$ cat config.mk
export PLATFORM = sky130hd
export DESIGN_NAME = xasp_ctrl
export DESIGN_NICKNAME = d
export VERILOG_FILES = /design/src/hdl/xasp_pkg.sv /design/src/hdl/xasp_ctrl.sv
export SDC_FILE = /design/constraint.sdc
export NUM_CORES = 1
export LEC_CHECK = 0
export ABC_CLOCK_PERIOD_IN_PS = 1200
export BUFFER_PORTS_ARGS = -buffer_cell sky130_fd_sc_hd__clkbuf_2
export CORE_AREA = 2 2 39 41
export CTS_CLUSTER_SIZE = 8
export DETAILED_ROUTE_END_ITERATION = 16
export DIE_AREA = 0 0 41 43
export HOLD_SLACK_MARGIN = 0.05
export PLACE_DENSITY_LB_ADDON = 0.08
export SLEW_MARGIN = 10
export SYNTH_ARGS = -nofsm -noshare
export SYNTH_HDL_FRONTEND = slang
export SYNTH_SLANG_ARGS = --single-unit
$ cat constraint.sdc
create_clock -name clock -period 1.2 [get_ports clock]
set_input_delay 0 -clock clock [delete_from_list [all_inputs] [get_ports clock]]
set_output_delay 0 -clock clock [all_outputs]
set_load 0.01 [all_outputs]
$ cat src/hdl/xasp_pkg.sv
// Package for the XOR archive stream parser: payload structs, phase and
// kind codes, controller/datapath interface structs and size constants.
// Used by xasp_ctrl, xasp_datapath and the top level.
package xasp_pkg;

   // record table sizing
   localparam int MAX_RECORDS = 256;
   localparam int TBL_AW      = $clog2(MAX_RECORDS);
   localparam int REC_W       = $clog2(MAX_RECORDS + 1);

   localparam logic [7:0] KEY_RESET = 8'hF7;
   localparam logic [7:0] END_FLAG  = 8'h80;
   localparam logic [7:0] VER_BYTE  = 8'h00;

   // input item
   typedef struct packed {
      logic [7:0] in_byte;
      logic       restart;
   } req_type;

   // result item
   typedef struct packed {
      logic [7:0]       plain_byte;
      logic [3:0]       byte_kind;
      logic [REC_W-1:0] record_index;
      logic [63:0]      field_value;
      logic             field_complete;
      logic             last_of_file;
      logic             all_done;
      logic [1:0]       error_code;
   } rsp_type;

   // reported byte kinds
   typedef enum logic [3:0] {
      K_MAGIC   = 4'd0,
      K_VERSION = 4'd1,
      K_FLAG    = 4'd2,
      K_NAMELEN = 4'd3,
      K_NAME    = 4'd4,
      K_SIZE    = 4'd5,
      K_TIME    = 4'd6,
      K_END     = 4'd7,
      K_BODY    = 4'd8,
      K_TRAIL   = 4'd9,
      K_ERROR   = 4'd10
   } kind_type;

   // sticky error codes
   typedef enum logic [1:0] {
      ERR_NONE    = 2'd0,
      ERR_MAGIC   = 2'd1,
      ERR_VERSION = 2'd2,
      ERR_FULL    = 2'd3
   } err_type;

   // parse phase, one-hot
   typedef enum logic [9:0] {
      PH_MAGIC   = 10'b00_0000_0001,
      PH_VERSION = 10'b00_0000_0010,
      PH_FLAG    = 10'b00_0000_0100,
      PH_NAMELEN = 10'b00_0000_1000,
      PH_NAME    = 10'b00_0001_0000,
      PH_SIZE    = 10'b00_0010_0000,
      PH_TIME    = 10'b00_0100_0000,
      PH_BODY    = 10'b00_1000_0000,
      PH_TRAIL   = 10'b01_0000_0000,
      PH_ERROR   = 10'b10_0000_0000
   } phase_type;

   // sequencer states, one-hot
   typedef enum logic [2:0] {
      ST_IDLE     = 3'b001,
      ST_SEEK_RD  = 3'b010,
      ST_SEEK_CHK = 3'b100
   } ctrl_state_type;

   // controller to datapath
   typedef struct packed {
      logic step;
      logic seek_rd;
      logic seek_chk;
      logic key_wr;
   } ctrl_cmd_type;

   // datapath to controller
   typedef struct packed {
      logic out_free;
      logic need_seek;
      logic scan_end;
      logic scan_hit;
   } dp_status_type;

   // expected magic byte by position
   function automatic logic [7:0] magic_byte(input logic [1:0] idx);
      logic [7:0] val;
      case (idx)
         2'd0:    val = 8'hC0;
         2'd1:    val = 8'h4A;
         2'd2:    val = 8'hC0;
         2'd3:    val = 8'hBA;
         default: val = 8'hC0;
      endcase
      return val;
   endfunction

endpackage

$ cat src/hdl/xasp_ctrl.sv
// Sequencer for the XOR archive stream parser: input handshake and the
// record table scan that finds the next non-empty record. Uses xasp_pkg.
module xasp_ctrl (
   input  logic                   clock,
   input  logic                   reset,
   input  logic                   req_valid,
   output logic                   req_stall,
   input  logic                   csr_valid,
   output logic                   csr_ready,
   input  xasp_pkg::dp_status_type status,
   output xasp_pkg::ctrl_cmd_type  cmd
);

   xasp_pkg::ctrl_state_type state_ff, state_in;

   // take a byte only when idle and the result register is free
   assign req_stall = !((state_ff == xasp_pkg::ST_IDLE) && status.out_free);
   assign csr_ready = 1'b1;

   always_comb begin
      cmd.step     = req_valid && !req_stall;
      cmd.seek_rd  = (state_ff == xasp_pkg::ST_SEEK_RD);
      cmd.seek_chk = (state_ff == xasp_pkg::ST_SEEK_CHK);
      cmd.key_wr   = csr_valid;
   end

   // next state
   always_comb begin
      state_in = state_ff;
      case (state_ff)
         xasp_pkg::ST_IDLE: begin
            if (cmd.step && status.need_seek) state_in = xasp_pkg::ST_SEEK_RD;
         end
         xasp_pkg::ST_SEEK_RD: begin
            state_in = status.scan_end ? xasp_pkg::ST_IDLE : xasp_pkg::ST_SEEK_CHK;
         end
         xasp_pkg::ST_SEEK_CHK: begin
            state_in = status.scan_hit ? xasp_pkg::ST_IDLE : xasp_pkg::ST_SEEK_RD;
         end
         default: state_in = xasp_pkg::ST_IDLE;
      endcase
   end

   always_ff @(posedge clock) begin
      if (reset) state_ff <= xasp_pkg::ST_IDLE;
      else       state_ff <= state_in;
   end

endmodule

After elaboration in Yosys (flattened, before gate mapping). Cells that the tools add are included.

Reductions and logical operators: 4. Equality and inequality tests: 4. Mux-type cells: 4.

Operators by type and width (number): $pmux W3 S3 (1); $mux W3 (2); $eq A3 B1 Y1 const B (1); $eq A3 B2 Y1 const B (1); $eq A3 B3 Y1 const B (1); $logic_and A1 B1 Y1 (3); $mux W2 (1); $ne A2 B1 Y1 const B (1); $logic_not A1 Y1 (1).

Output and inout port bits: 6. Input bits: 8. Logic and storage cells: 13. Flip-flop bits (word level): 3.

Longest topological paths before layout. Gate-level depths: netlist of the first run.

Word-level depth: 6. Gate-level depth with buffers: 3. Mapped depth without buffers: 3.

Worst setup path after synthesis of the first run. OpenSTA, ideal clock, no wires.

Path type: register to register. Start point: register state_ff[0]. End point: register state_ff[1]. Required time: 1.134 ns. Arrival: 0.920 ns. Path slack: 0.214 ns. Clock period less this slack: 0.986 ns. Library setup time: 0.066 ns. Path buffers: 0. Stages on the path, launching flop included: 4. Path through: dfxtp_1 > nand3b_1 > or3_1 > a21oi_2.

Word-level cells in the longest chain between the ends: 5. Elaborated cells on any way between the ends: 8. Those cells by class: eq/ne: 4; mux: 1; reduce/logical: 3.

RTL lines: start: declaration (RTL line xasp_ctrl.sv:14) `xasp_pkg::ctrl_state_type state_ff, state_in;`; start signal: assignment (RTL line xasp_ctrl.sv:45) `if (reset) state_ff <= xasp_pkg::ST_IDLE;`; start signal: assignment (RTL line xasp_ctrl.sv:46) `else state_ff <= state_in;`; $eq A3 B1 Y1 (RTL line xasp_ctrl.sv:17, xasp_ctrl.sv:30); $logic_and A1 B1 Y1 (RTL line xasp_ctrl.sv:17) `assign req_stall = !((state_ff == xasp_pkg::ST_IDLE) && status.out_free);`; $logic_and A1 B1 Y1 (RTL line xasp_ctrl.sv:21) `cmd.step = req_valid && !req_stall;`; $logic_and A1 B1 Y1 (RTL line xasp_ctrl.sv:32) `if (cmd.step && status.need_seek) state_in = xasp_pkg::ST_SEEK_RD;`; $ne A2 B1 Y1 (no source line).

Parallel ways exist; a longest one is shown, timed or not. A chain may end at the register's enable or synchronous reset.

Worst setup path after layout of the first run.
Start point: register state_ff[2]. End point: register state_ff[1].

The elaborated chain is that of the path after synthesis.

==> flow_summary_export.csv, run 1 <==
group,metric,value,unit
floorplan,placeableCoreArea,1380,µm²
worst_setup_path,cp.required,1.36,ns
floorplan,boundaryPins,14,
place,placed_area,236,µm²
route,wl_per_cell,8.43,µm
sta,hold_viol,0,
finish,stdcell_area,320,µm²
clock_network,clk_pin_slew_worst_paths,0.04,ns
finish,syn_to_final_growth,84.2,%
route,drcViolationCount,0,
sta,fin_crit,1.17,ns
grt,grt_overflow_total,0,
floorplan,die_area,1760,µm²
clock_network,clkLatencyLatePin,0.23,ns
logic_synthesis,async_flop_share,0,%
clock_network,htree_levels,1,
route,drt_iter0_drc,0,
route,routed_wl,472,µm
logic_synthesis,synth.distinct_cells,14,
logic_synthesis,seq_area_frac_synth,34.5,%
logic_synthesis,synth_cells,22,
worst_setup_path,crit_path_end_kind,"flop",
sta,slew_viol_final,0,
logic_synthesis,synthFlopType,"dfxtp_1",
route,num_vias,213,
place,dp_hpwl,386,µm
logic_synthesis,synth_top_cells_by_area,"dfxtp_1, buf_4, nor3b_1",
finish,antenna_cells,0,
pwr,powerDensity,1020,nW/µm²
pwr,leakagePower,0.143,nW
logic_synthesis,syn_area,174,µm²
grt,grt_pass1_vias,236,
run,maxCapViolations,0,
sta,skew,0.000821,ns
finish,largest_register_ffs,3,
floorplan,die_y,43,µm
worst_setup_path,path_class,"flop to flop",
place,gp_congestion,0.672,
clock_network,cts_num_sinks,3,
status,status,"finished, final reports clean",
sta,setup_viol,0,
logic_synthesis,synth.avg_cell_area,7.91,µm²
pwr,power,0.328,mW
sta,min_period_over_period,97.8,%
grt,antenna_found_initial,0,
worst_setup_path,cp.arrival,1.34,ns
clock_network,clockBufferDepth,2,
floorplan,std_cell_rows,14,
logic_synthesis,synth_top_area_share,34.5,%
grt,grt_max_degree,6,
finish,nets,49,
route,vias_per_cell,3.80,
logic_synthesis,synth_edf_count,0,
worst_setup_path,worstSetupStartpointType,"flop",
clock_network,cts_tree,"built",
logic_synthesis,syn-num-nets,30,
grt,grt_pass1_wl,848,µm
worst_hold_path,hold_path_class,"primary input to flop",
logic_synthesis,yosys_warnings,0,
sta,rsz0062_at_grt,"yes",
clock_network,ctsRootBufferMaster,"clkbuf_4",
floorplan,die_x,41,µm
floorplan,initial_core_util,12.6,%
logic_synthesis,synth_top_cell_by_area,"dfxtp_1",
finish,drive_above_1_share,55.0,%
clock_network,cts_inserted_buffers,3,
route,first_pass_iters,1,
logic_synthesis,ys_seq_elements,3,
finish,reg.largest.list,"state_ff x3",
worst_setup_path,crit_path_max_fanout,3,
place,port_buffers,10,
pwr,vdd_drop_max,0.390,mV
finish,largest_register,"state_ff",
route,ant_nets,0,
logic_synthesis,ys_top_cells_by_count,"dfxtp_1, nor2_1",
grt,track_usage,7.31,%
sta,timing.fmax,852,MHz
## per-layer routing
layer	routed length, µm	GRT usage [%]
met5	0	0
met3	48	3.14
met1	187	6.69
met4	0	6.00
met2	236	11.6
## logic make-up (layout without fill, tap and decap cells)
family,Yosys count,count (layout),share of synthesized area (%)
compound gates,2,2,9.36
other cells,1,1,2.16
buf+inv,3,21,10.8
flops,3,3,34.5
simple gates,13,13,43.2
## report_power, final
part / total, mW / switching [mW] / internal [mW]
Combinational: 0.0496 / 0.0211 / 0.0285
Clock: 0.174 / 0.0494 / 0.124
Sequential: 0.104 / 0.00203 / 0.102
Total: 0.328 / 0.0725 / 0.255
## per-stage QoR
step	setup slack, ns	TNS [ns]	hold WS (ns)	cells	utilization [%]
floorplan	0.214	0	0.0871	22	-
global placement	0.146	0	0.000218	47	17.1
detailed placement	0.143	0	0.000218	47	17.1
CTS	0.00728	0	0.0592	55	22.0
global route	-0.0359	-0.0713	0.0783	56	23.1
finish	0.0266	0	0.0585	56	23.1
## critical path, stage by stage, from the launching register on
cell and delay (ns):
dfxtp_2 0.31, nand3b_1 0.16, buf_4 0.15, or3_4 0.36
a21oi_2 0.13
## what timing repair did
action	in CTS	in global routing
hold endpoints to repair	2	0
resized for setup	2	4
cloned	0	0
pin swaps	1	1
setup buffers	1	1
setup endpoints to repair	1	3
hold buffers	3	0
## area by class of cell
cell class / count / area [µm²]
inverter: 1 / 3.75
timing repair buffer: 16 / 103
clock buffer: 4 / 26.3
multi-input combinational: 16 / 105
sequential: 3 / 62.6
fill: 157 / 1060
tap: 16 / 20.0
## cells in the final DEF, fill, tap and decap left out, drive strengths merged
cell type and count:
clkbuf 13, buf 4, dlygate4sd3 3, nor2 3, dfxtp 3, nand2b 2
nor3b 2, nor4 2, nand3b 1, or2 1, inv 1, nand2 1
a211oi 1, or3 1, a21oi 1, conb 1
## worst paths after layout
| check | from | endpoint | slack (ns) | cells past startpoint |
|---|---|---|---|---|
| max | state_ff[2] | state_ff[1] | 0.03 | 4 |
| min | status[0] | state_ff[1] | 0.06 | 3 |
| max reg2reg | state_ff[2] | state_ff[1] | 0.03 | 4 |
| min reg2reg | state_ff[0] | state_ff[2] | 0.47 | 1 |
(Power assumes the default switching activity.)
==> run 2, diff against run 1 <==
PLACE_DENSITY_LB_ADDON = not set   (was 0.08)
==> run 2 against run 1 <==
  * Sequential share of layout area grew 0.31 points
  * Via count shrank 7.0%
  * Sequential cell count is the same
  * Worst hold slack gained 0.063 ns
  * Sequential power is essentially flat
  * First-iteration DRC count grew 1
  * Power grew 1.6%
  * Clock skew is essentially flat
  * Die area is the same
  * Fmax grew 0.47%
  * Worst setup slack gained 0.0055 ns
==> flow_summary_export.csv, run 2 (synthesis results as in run 1) <==
group,metric,value,unit
floorplan,die_area,1760,µm²
finish,largest_register_ffs,3,
sta,skew,0.00108,ns
floorplan,placeableCoreArea,1380,µm²
pwr,switching_share,23.0,%
worst_setup_path,crit_slowest_cell,"or3_4",
worst_setup_path,crit_start,"state_ff[2]",
pwr,p_int,0.257,mW
worst_setup_path,crit_chain,"nand3b_1 -> buf_4 -> or3_4 -> a21oi_2",
worst_setup_path,critPathTopFamily,"simple AND/OR/NAND/NOR gates",
finish,syn_to_final_growth,81.3,%
finish,final_cell_mix,"clkbuf_2, dlygate4sd3_1, clkbuf_4",
sta,fin_crit,1.17,ns
worst_setup_path,ff2ff_path_depth,4,
finish,antenna_cells,0,
clock_network,clkLatencyLatePin,0.23,ns
route,ant_nets,0,
pwr,leakagePower,0.136,nW
finish,layout.cells.most_common,"clkbuf_2",
worst_hold_path,hp-start,"status[2]",
clock_network,htree_levels,1,
grt,grt_pass1_vias,159,
worst_setup_path,cp.depth,4,
clock_network,clk_pin_slew_worst_paths,0.04,ns
worst_setup_path,path_class,"flop to flop",
floorplan,die_y,43,µm
route,routed_wl,415,µm
finish,drive_above_1_share,51.3,%
sta,layout_setup_ws,0.0320,ns
sta,slew_viol_final,0,
pwr,p_seq_share,31.6,%
worst_setup_path,crit_path_max_fanout,4,
clock_network,cts_tree,"built",
worst_setup_path,worstSetupStartpointType,"flop",
status,status,"finished, final reports clean",
sta,rsz0062_at_grt,"yes",
clock_network,cts_num_sinks,3,
pwr,pwr-share-clk,53.7,%
floorplan,initial_core_util,12.6,%
clock_network,ctsRootBufferMaster,"clkbuf_4",
finish,nets,48,
route,vias_per_cell,3.60,
sta,min_period_over_period,97.3,%
grt,antenna_found_initial,0,
grt,track_usage,5.51,%
route,first_pass_iters,2,
sta,timing.fmax,856,MHz
floorplan,boundaryPins,14,
pwr,combinationalPowerShare,14.7,%
route,wl_per_cell,7.55,µm
pwr,p_sw,0.0765,mW
worst_setup_path,cp-endpoint,"state_ff[1]",
clock_network,clockBufferDepth,2,
worst_setup_path,cp.required,1.37,ns
clock_network,cts_inserted_buffers,3,
route,drcViolationCount,0,
worst_hold_path,hold_path_class,"primary input to flop",
worst_setup_path,crit_path_end_kind,"flop",
sta,hold_ws,0.122,ns
sta,setup-tns-final,0,ns
pwr,powerDensity,1060,nW/µm²
place,gp_congestion,0.513,
run,maxCapViolations,0,
grt,grt_max_degree,7,
finish,layout.cells.non_filler,55,
grt,grt_overflow_total,0,
sta,setup_viol,0,
floorplan,std_cell_rows,14,
finish,postLayoutCoreUtil,22.8,%
worst_setup_path,cp.arrival,1.34,ns
floorplan,die_x,41,µm
pwr,vdd_drop_max,0.143,mV
route,drt_iter0_drc,1,
worst_setup_path,crit_buf_inv,1,
place,dp_hpwl,294,µm
worst_setup_path,slowest_delay,0.36,ns
worst_setup_path,reg2reg_slack,0.03,ns
worst_setup_path,r2r-end,"state_ff[1]",
place,dp_slack,0.129,ns
sta,hold_viol,0,
grt,grt_pass1_wl,503,µm
route,num_vias,198,
finish,reg.largest.list,"state_ff x3",
worst_setup_path,regToRegStartpoint,"state_ff[2]",
place,placed_cells,46,
finish,largest_register,"state_ff",
place,port_buffers,10,
==> run 2: cell types whose count changed in the layout (fill, tap and decap cells not counted) <==
cell,delta
buf_4,-2
dlygate4sd3_1,+1
==> run 2: how the worst min path moves through the flow <==
stage | end | slack, ns | cells past startpoint
6_report | state_ff[1] | 0.12 | 4
5_1_grt | state_ff[1] | 0.16 | 4
4_1_cts | state_ff[1] | 0.12 | 4
3_5_place_dp | cmd[0] | 0.00007 | 0
3_3_place_gp | cmd[0] | 0.00007 | 0
2_1_floorplan | cmd[3] | 0.09 | 2
==> run 2: layout make-up <==
cell class	instances	area, µm²
inverters	1	3.75
multi-input cells	16	105
fillers	164	1070
clock buffers	4	26.3
well taps	16	20.0
flip-flops and latches	3	62.6
repair buffers	15	97.6
==> run 2: power by group through the flow <==
| stage | registers [mW] | clock network [mW] | logic, mW |
|---|---|---|---|
| after floorplan | 0.106 | 0 | 0.0208 |
| after global placement | 0.106 | 0 | 0.0314 |
| after detailed placement | 0.106 | 0 | 0.0316 |
| after CTS | 0.105 | 0.188 | 0.0475 |
| after global routing | 0.105 | 0.188 | 0.0554 |
| final | 0.105 | 0.179 | 0.0490 |
==> run 2: per-stage QoR <==
stage	total power, mW	area, µm²
2_1_floorplan	0.127	174
3_3_place_gp	0.138	229
3_5_place_dp	0.138	229
4_1_cts	0.341	307
5_1_grt	0.349	315
6_report	0.333	315
==> run 2: routing by layer <==
| metal | vias to the layer above | part of all wire, % | global-route usage (%) |
|---|---|---|---|
| met4 | 0 | 4.6 | 10.0 |
| met1 | 78 | 39 | 2.88 |
| met3 | 2 | 13 | 4.71 |
| li1 | 106 | - | - |
| met2 | 12 | 44 | 6.88 |
| met5 | - | 0 | 0 |
==> run 2: worst register-to-register path, stage by stage (launching register included) <==
cell	delay, ns
dfxtp_2	0.31
nand3b_1	0.17
buf_4	0.15
or3_4	0.36
a21oi_2	0.12
==> run 2: repair_timing <==
action                                 4_1_cts  5_1_grt
buffers inserted                             1        0
resized for setup                            2        4
cloned                                       0        0
endpoints found under the hold margin        3        0
hold buffers                                 4        0
setup endpoints to repair                    1        2
pin swaps                                    1        2
==> run 3, diff against run 2 <==
ABC_CLOCK_PERIOD_IN_PS = 1250   (was 1200)
clock period = 1.25 ns   (was 1.2 ns; I/O delays follow)
==> run 3 against run 2 <==
  * First-iteration DRC count shrank 100%
  * Core utilization shrank 0.45 points
  * Clock skew shrank 0.00081 ns
  * Sequential power shrank 4%
  * Sequential share of layout area is essentially flat
  * Sequential cell count is the same
  * Worst hold slack is essentially flat
  * Register-to-register slack gained 0.05 ns
  * Clock-buffer cell count is the same
  * Global-route usage is the same
  * Wire length shrank 0.96%
  * Critical endpoint is now cmd[3]
  * Largest cell class unchanged
==> flow_summary_export.csv, run 3 (synthesis results as in run 1) <==
group,metric,value,unit
grt,grt_pass1_vias,159,
place,dp_slack,0.179,ns
finish,layout.cells.non_filler,55,
clock_network,ctsRootBufferMaster,"clkbuf_4",
grt,grt_pass1_wl,503,µm
finish,regArea,61.3,µm²
place,placed_cells,46,
worst_setup_path,crit_path_end_kind,"primary output",
grt,grt_overflow_total,0,
worst_hold_path,hold_path_class,"primary input to flop",
floorplan,die_x,41,µm
finish,multi_input_area,100,µm²
finish,antenna_cells,0,
finish,syn_to_final_growth,77.7,%
worst_setup_path,worstSetupStartpointType,"flop",
worst_setup_path,slowest_delay,0.31,ns
route,drt_iter0_drc,0,
worst_setup_path,crit_slowest_cell,"dfxtp_1",
clock_network,clockBufferDepth,2,
finish,layout.cells.most_common,"clkbuf_2",
worst_setup_path,path_class,"flop to primary output",
worst_setup_path,cp.required,1.25,ns
run,maxCapViolations,0,
route,routed_wl,411,µm
floorplan,std_cell_rows,14,
route,first_pass_iters,1,
clock_network,cts_tree,"built",
worst_setup_path,cp.arrival,1.17,ns
pwr,leakagePower,0.135,nW
finish,drive_above_1_share,46.2,%
grt,antenna_found_initial,0,
clock_network,cts_inserted_buffers,3,
finish,final_cell_mix,"clkbuf_2, dlygate4sd3_1, clkbuf_4",
route,num_vias,198,
worst_setup_path,reg2reg_slack,0.08,ns
sta,slew_viol_final,0,
sta,hold_viol,0,
pwr,vdd_drop_max,0.138,mV
grt,grt_max_degree,7,
place,port_buffers,10,
floorplan,placeableCoreArea,1380,µm²
floorplan,initial_core_util,12.6,%
clock_network,htree_levels,1,
worst_setup_path,crit_path_max_fanout,4,
route,drcViolationCount,0,
sta,setup-tns-final,0,ns
worst_setup_path,crit_chain,"nand3b_1 -> or2_4 -> nor2_2 -> buf_2",
finish,largest_register,"state_ff",
clock_network,clk_pin_slew_worst_paths,0.04,ns
floorplan,die_area,1760,µm²
clock_network,clkLatencyLatePin,0.23,ns
sta,fin_crit,1.17,ns
finish,nets,48,
sta,rsz0062_at_grt,"no",
floorplan,boundaryPins,14,
finish,nFillCells,165,
worst_setup_path,critPathTopFamily,"simple AND/OR/NAND/NOR gates",
worst_setup_path,crit_buf_inv,1,
finish,largest_register_ffs,3,
pwr,powerDensity,1030,nW/µm²
clock_network,cts_num_sinks,3,
sta,skew,0.000272,ns
floorplan,die_y,43,µm
status,status,"finished, final reports clean",
sta,min_period_over_period,93.4,%
sta,setup_viol,0,
route,wl_per_cell,7.47,µm
place,gp_congestion,0.513,
place,dp_hpwl,294,µm
sta,layout_setup_ws,0.0831,ns
sta,timing.fmax,857,MHz
route,ant_nets,0,
route,vias_per_cell,3.60,
finish,reg.largest.list,"state_ff x3",
grt,track_usage,5.51,%
-- run 3: cell counts in the layout (fill, tap and decap cells not counted) --
Identical to the previous run, type by type.
-- run 3: path summary, 6_finish.rpt --
check        cells past startpoint         from     endpoint
min                              4    status[2]  state_ff[1]
max                              4  state_ff[2]       cmd[3]
max reg2reg                      4  state_ff[2]  state_ff[1]
min reg2reg                      1  state_ff[0]  state_ff[2]
-- run 3: routing by layer --
layer | track usage, % | vias up | routed length (µm)
met3 | 4.71 | 2 | 53
met2 | 6.88 | 12 | 172
met1 | 2.88 | 77 | 165
met4 | 10.0 | 0 | 19
met5 | 0 | - | 0
li1 | - | 107 | -
-- run 3: worst register-to-register path, stage by stage, from the launching register on --
cell,delay (ns)
dfxtp_1,0.31
nand3b_1,0.17
buf_4,0.15
or3_1,0.35
a21oi_2,0.12
-- run 3: area by class of cell --
cell class / instances / share of cell area (%)
Multi-Input combinational cell: 16 / 32.4
Timing Repair Buffer: 15 / 31.6
Sequential cell: 3 / 19.8
Clock buffer: 4 / 8.50
Tap cell: 16 / 6.48
Inverter: 1 / 1.21
-- run 3: what timing repair did --
| action | 4_1_cts | 5_1_grt |
|---|---|---|
| hold buffers | 4 | 0 |
| setup buffers | 1 | 0 |
| setup endpoints to repair | 1 | 1 |
| gates resized for setup | 1 | 3 |
| pin swaps | 0 | 1 |
| hold endpoints to repair | 3 | 0 |
-- run 3: per-stage QoR --
| stage | utilization [%] | hold WS (ns) | total power, mW | area, µm² |
|---|---|---|---|---|
| after floorplan | - | 0.0871 | 0.122 | 174 |
| after global placement | 16.5 | 0.0000749 | 0.132 | 229 |
| after detailed placement | 16.5 | 0.0000749 | 0.133 | 229 |
| after CTS | 22.0 | 0.124 | 0.326 | 304 |
| after global routing | 22.3 | 0.168 | 0.334 | 309 |
| final | 22.3 | 0.122 | 0.319 | 309 |
-- run 3: power breakdown --
part / leakage (nW) / total (mW) / switching [mW] / internal, mW
registers: 0.0239 / 0.101 / 0.00256 / 0.0983
logic: 0.0957 / 0.0459 / 0.0185 / 0.0274
clock network: 0.0150 / 0.173 / 0.0528 / 0.120
